**config.mk**
```make
export PLATFORM = sky130hd
export DESIGN_NAME = imi_queue
export DESIGN_NICKNAME = d
export VERILOG_FILES = /design/src/design/imi_pkg.sv /design/src/design/imi_queue.sv
export SDC_FILE = /design/constraint.sdc
export NUM_CORES = 1
export LEC_CHECK = 0
export ABC_AREA = 1
export BUFFER_PORTS_ARGS = -buffer_cell sky130_fd_sc_hd__buf_2
export CELL_PAD_IN_SITES_DETAIL_PLACEMENT = 0
export CELL_PAD_IN_SITES_GLOBAL_PLACEMENT = 1
export CORE_ASPECT_RATIO = 0.8
export CORE_MARGIN = 3
export CORE_UTILIZATION = 40
export DETAILED_ROUTE_END_ITERATION = 8
export PLACE_DENSITY_LB_ADDON = 0.08
export SYNTH_ARGS = -nofsm -noshare
export SYNTH_HDL_FRONTEND = slang
export SYNTH_SLANG_ARGS = --single-unit
```
**constraint.sdc**
```tcl
create_clock -name clk -period 1.1 [get_ports clk]
set_input_delay 0.055 -clock clk [delete_from_list [all_inputs] [get_ports clk]]
set_output_delay 0.055 -clock clk [all_outputs]
set_load 0.005 [all_outputs]
```
**src/design/imi_pkg.sv**
```systemverilog
// Shared constants and cofactor index tables for the integer matrix inverse.
package imi_pkg;

  localparam int ELEMENT_WIDTH_DEF = 16;
  localparam int RESULT_WIDTH = 33;
  localparam int NUM_ENTRIES = 9;
  localparam int QUEUE_DEPTH = 4;

  // Adjugate entry k equals e[CF_A[k]] * e[CF_B[k]] - e[CF_C[k]] * e[CF_D[k]],
  // with elements numbered row-major from zero.
  localparam int CF_A [NUM_ENTRIES] = '{4, 2, 1, 5, 0, 2, 3, 1, 0};
  localparam int CF_B [NUM_ENTRIES] = '{8, 7, 5, 6, 8, 3, 7, 6, 4};
  localparam int CF_C [NUM_ENTRIES] = '{5, 1, 2, 3, 2, 0, 4, 0, 1};
  localparam int CF_D [NUM_ENTRIES] = '{7, 8, 4, 8, 6, 5, 6, 7, 3};

endpackage

```
**src/design/imi_queue.sv**
```systemverilog
// Short register queue between the front and back pipelines.
module imi_queue #(
  parameter int WIDTH = 8,
  parameter int DEPTH = imi_pkg::QUEUE_DEPTH
) (
  input  logic             clk,
  input  logic             rst,
  input  logic             push,
  input  logic [WIDTH-1:0] wdata,
  output logic             full,
  input  logic             pop,
  output logic             valid,
  output logic [WIDTH-1:0] rdata
);

  localparam int PW = (DEPTH > 1) ? $clog2(DEPTH) : 1;
  localparam int CW = $clog2(DEPTH + 1);

  logic [WIDTH-1:0] mem [DEPTH];
  logic [PW-1:0] wp;
  logic [PW-1:0] rp;
  logic [CW-1:0] count;

  assign full = (count == CW'(DEPTH));
  assign valid = (count != '0);
  assign rdata = mem[rp];

  always_ff @(posedge clk) begin
    if (rst) begin
      wp <= '0;
      rp <= '0;
      count <= '0;
    end else begin
      if (push) begin
        wp <= (wp == PW'(DEPTH - 1)) ? '0 : wp + PW'(1);
      end
      if (pop) begin
        rp <= (rp == PW'(DEPTH - 1)) ? '0 : rp + PW'(1);
      end
      if (push && !pop) begin
        count <= count + CW'(1);
      end else if (pop && !push) begin
        count <= count - CW'(1);
      end
    end
  end

  always_ff @(posedge clk) begin
    if (push) begin
      mem[wp] <= wdata;
    end
  end

`ifndef NO_ASSERTIONS
  a_count_bound: assert property (@(posedge clk) disable iff (rst)
    count <= CW'(DEPTH))
    else $error("queue count beyond depth");
  a_count_up: assert property (@(posedge clk) disable iff (rst)
    push && !pop |=> count == $past(count) + CW'(1))
    else $error("queue count did not grow on push");
`endif

endmodule

```
==> impl_metrics.ini <==
[cells_and_area]
antenna_cells = 0
nets = 203
drive_gt1_frac = 0.449
n_fill_cell = 320
final_core_util = 0.593
finalNonFillerCells = 240
area_delta_synth_final_pct = 39.0
multiInputGateArea_um2 = 532
regArea_mm2 = 0.00116

[floorplanning]
die_x_um = 77.9
initial_utilization = 0.426
ios = 22
die_area_mm2 = 0.00495
die_h_um = 63.5
core_area_mm2 = 0.00388
rows = 20

[run_status]
violations = setup timing
status = finished with violations

[critical_path]
crit_arrival_ns = 1.20
critPathLaunchType = flop
cp_max_fo = 5
crit_type = flop to output port
required_ns = 1.04
end_kind = output port

[timing]
rsz0062_at_grt = true
relSlewSlack = 0.886
final-max-slew-violation-count = 0
timing.hold.ws_ns = 0.0923
setup_violations = 9
period_share = 1.14
finClkSkew_ns = 0.00394
max_freq_mhz = 797
setup_ws_ns = -0.155
worst_pin_slew_ns = 0.169
finalHoldViolations = 0
fin_crit_ns = 1.26

[routing]
via_count = 1123
drt_pre_antenna_iters = 4
post-route-drc-count = 0
viasPerCell = 4.68
wl_per_cell_um = 13.9
drtIter0Drc = 55
wirelength_mm = 3.35
final_antenna_net_count = 0

[synthesis]
yosys.area_share.simple = 0.0961
synth_cells = 136
ys_top_cells_by_area = edfxtp_1, dfxtp_1, nor2_1, ha_1, o21ai_0
ys_warn_count = 0
synth_top_family_by_area = compound AO/OA/AOI/OAI gates
synth_top_cell_area_share = 0.581
synth-compound-area-share = 0.101
synthAdderAreaFrac = 0.0575
yosysMostFrequentCell = edfxtp_1
synth_edf_count = 32
muxShareOfSynthArea = 0
avgSynthCellArea_um2 = 12.2
async_flop_share = 0
synth-main-ff-cell = edfxtp_1
syn_nets = 155
synth_xor_area_frac = 0.00530
synthDistinctLibCells = 19
synth_common_cells = edfxtp_1, nor2_1, inv_1, o21ai_0
netlist_area_mm2 = 0.00165
ys_seq_elements = 41
yosysSeqAreaShare = 0.690
yosysTopAreaCell = edfxtp_1

[placed_design]
gp_congestion = 0.799
place_inst = 222
port_buffers = 21
pre_cts_ws_ns = -0.167
dpl.hpwl_mm = 2.25

[run]
maxCapViolations = 0

[power]
vdd_drop_max_mv = 0.947
power_leakage_nw = 0.909
powerDensity_mw_per_mm2 = 1640

[global_route]
grt-ovfl-total = 0
grt_max_degree = 17
grt_pass1_wl_mm = 5.22
track_usage = 0.143
antenna_found_initial = 0
grt_pass1_vias = 1100

[clock_tree]
cts_root_buf = clkbuf_8
clk_latency_ns = 0.29
htreeDepth = 2
tritoncts = done
cts_buffers = 5
clk_path_buf_depth = 2
clkTransAtPathRegs_ns = 0.07
cts_sinks = 41

[min_path]
hp-class = input port to flop
flip-flops by register name (all words and copies together), names as in the netlist, named ones only:
name,cells
mem,32
count,3
rp,2
wp,2
worst max-delay path, cell delays in order, from the launching register on:
cell,delay (ns)
dfxtp_4,0.40
buf_6,0.14
o21ai_2,0.06
o22ai_1,0.18
buf_2,0.14
final timing paths:
| kind | from | to | slack, ns | cells after the start |
|---|---|---|---|---|
| setup / recovery | flop | rdata[2] | -0.16 | 4 |
| hold / removal | pop | rp[1] | 0.09 | 3 |
| setup reg to reg | count[0] | count[2] | -0.01 | 7 |
| hold reg to reg | wp[1] | wp[1] | 0.53 | 2 |
power breakdown:
group / leakage, nW / switching, W / internal (W) / total [W]
clock network: 0.0681 / 0.000494 / 0.000901 / 0.00139
logic: 0.469 / 0.000295 / 0.000264 / 0.000559
registers: 0.372 / 0.0000544 / 0.00176 / 0.00181
per-layer routing:
layer  global-route usage  wire length (um)  part of all wire
met1                0.187              1600              0.48
met2                0.221              1550              0.46
met3               0.0443               179             0.053
met4               0.0568                13            0.0039
met5                    0                 0                 0
metrics by stage:
stage / power (W) / cell area (um^2) / setup TNS (ns)
3_3_place_gp: 0.00226 / 1930 / -2.82
3_5_place_dp: 0.00227 / 1930 / -3.96
4_1_cts: 0.00374 / 2230 / -1.17
6_report: 0.00377 / 2300 / -1.05
5_1_grt: 0.00393 / 2300 / -1.82
2_1_floorplan: 0.00207 / 1660 / 0
what timing repair did:
item	4_1_cts	5_1_grt
buffers inserted	1	0
setup endpoints to repair	44	42
hold buffers	9	0
gates resized for setup	43	23
endpoints found under the hold margin	34	0
cloned	1	0
pin swaps	7	13
layout by cell type (no fill, tap or decap), drive strengths merged:
| cell | n |
|---|---|
| o22ai | 8 |
| nand4 | 1 |
| dfxtp | 9 |
| nand3 | 1 |
| fa | 1 |
| edfxtp | 32 |
| inv | 15 |
| xor2 | 1 |
| o21ai | 19 |
| bufinv | 2 |
| nand2 | 9 |
| buf | 34 |
| dlygate4sd3 | 9 |
| a21oi | 3 |
| clkinv | 2 |
| nor3 | 3 |
| clkbuf | 5 |
| nor2 | 25 |
| ha | 6 |
area by class of cell:
| cell class | instances | area share |
|---|---|---|
| clock inverter | 3 | 0.0283 |
| sequential | 41 | 0.504 |
| multi-input combinational | 77 | 0.231 |
| tap | 55 | 0.0299 |
| clock buffer | 5 | 0.0299 |
| inverter | 16 | 0.0370 |
| timing repair buffer | 43 | 0.139 |
cell families after synthesis:
kind of cell | count (synthesis)
AO/OA/AOI/OAI | 30
adder cells (fa/ha/maj) | 7
flip-flops | 41
XOR/XNOR | 1
buffers and inverters | 18
AND/OR/NAND/NOR | 39
(Power assumes the default switching activity.)
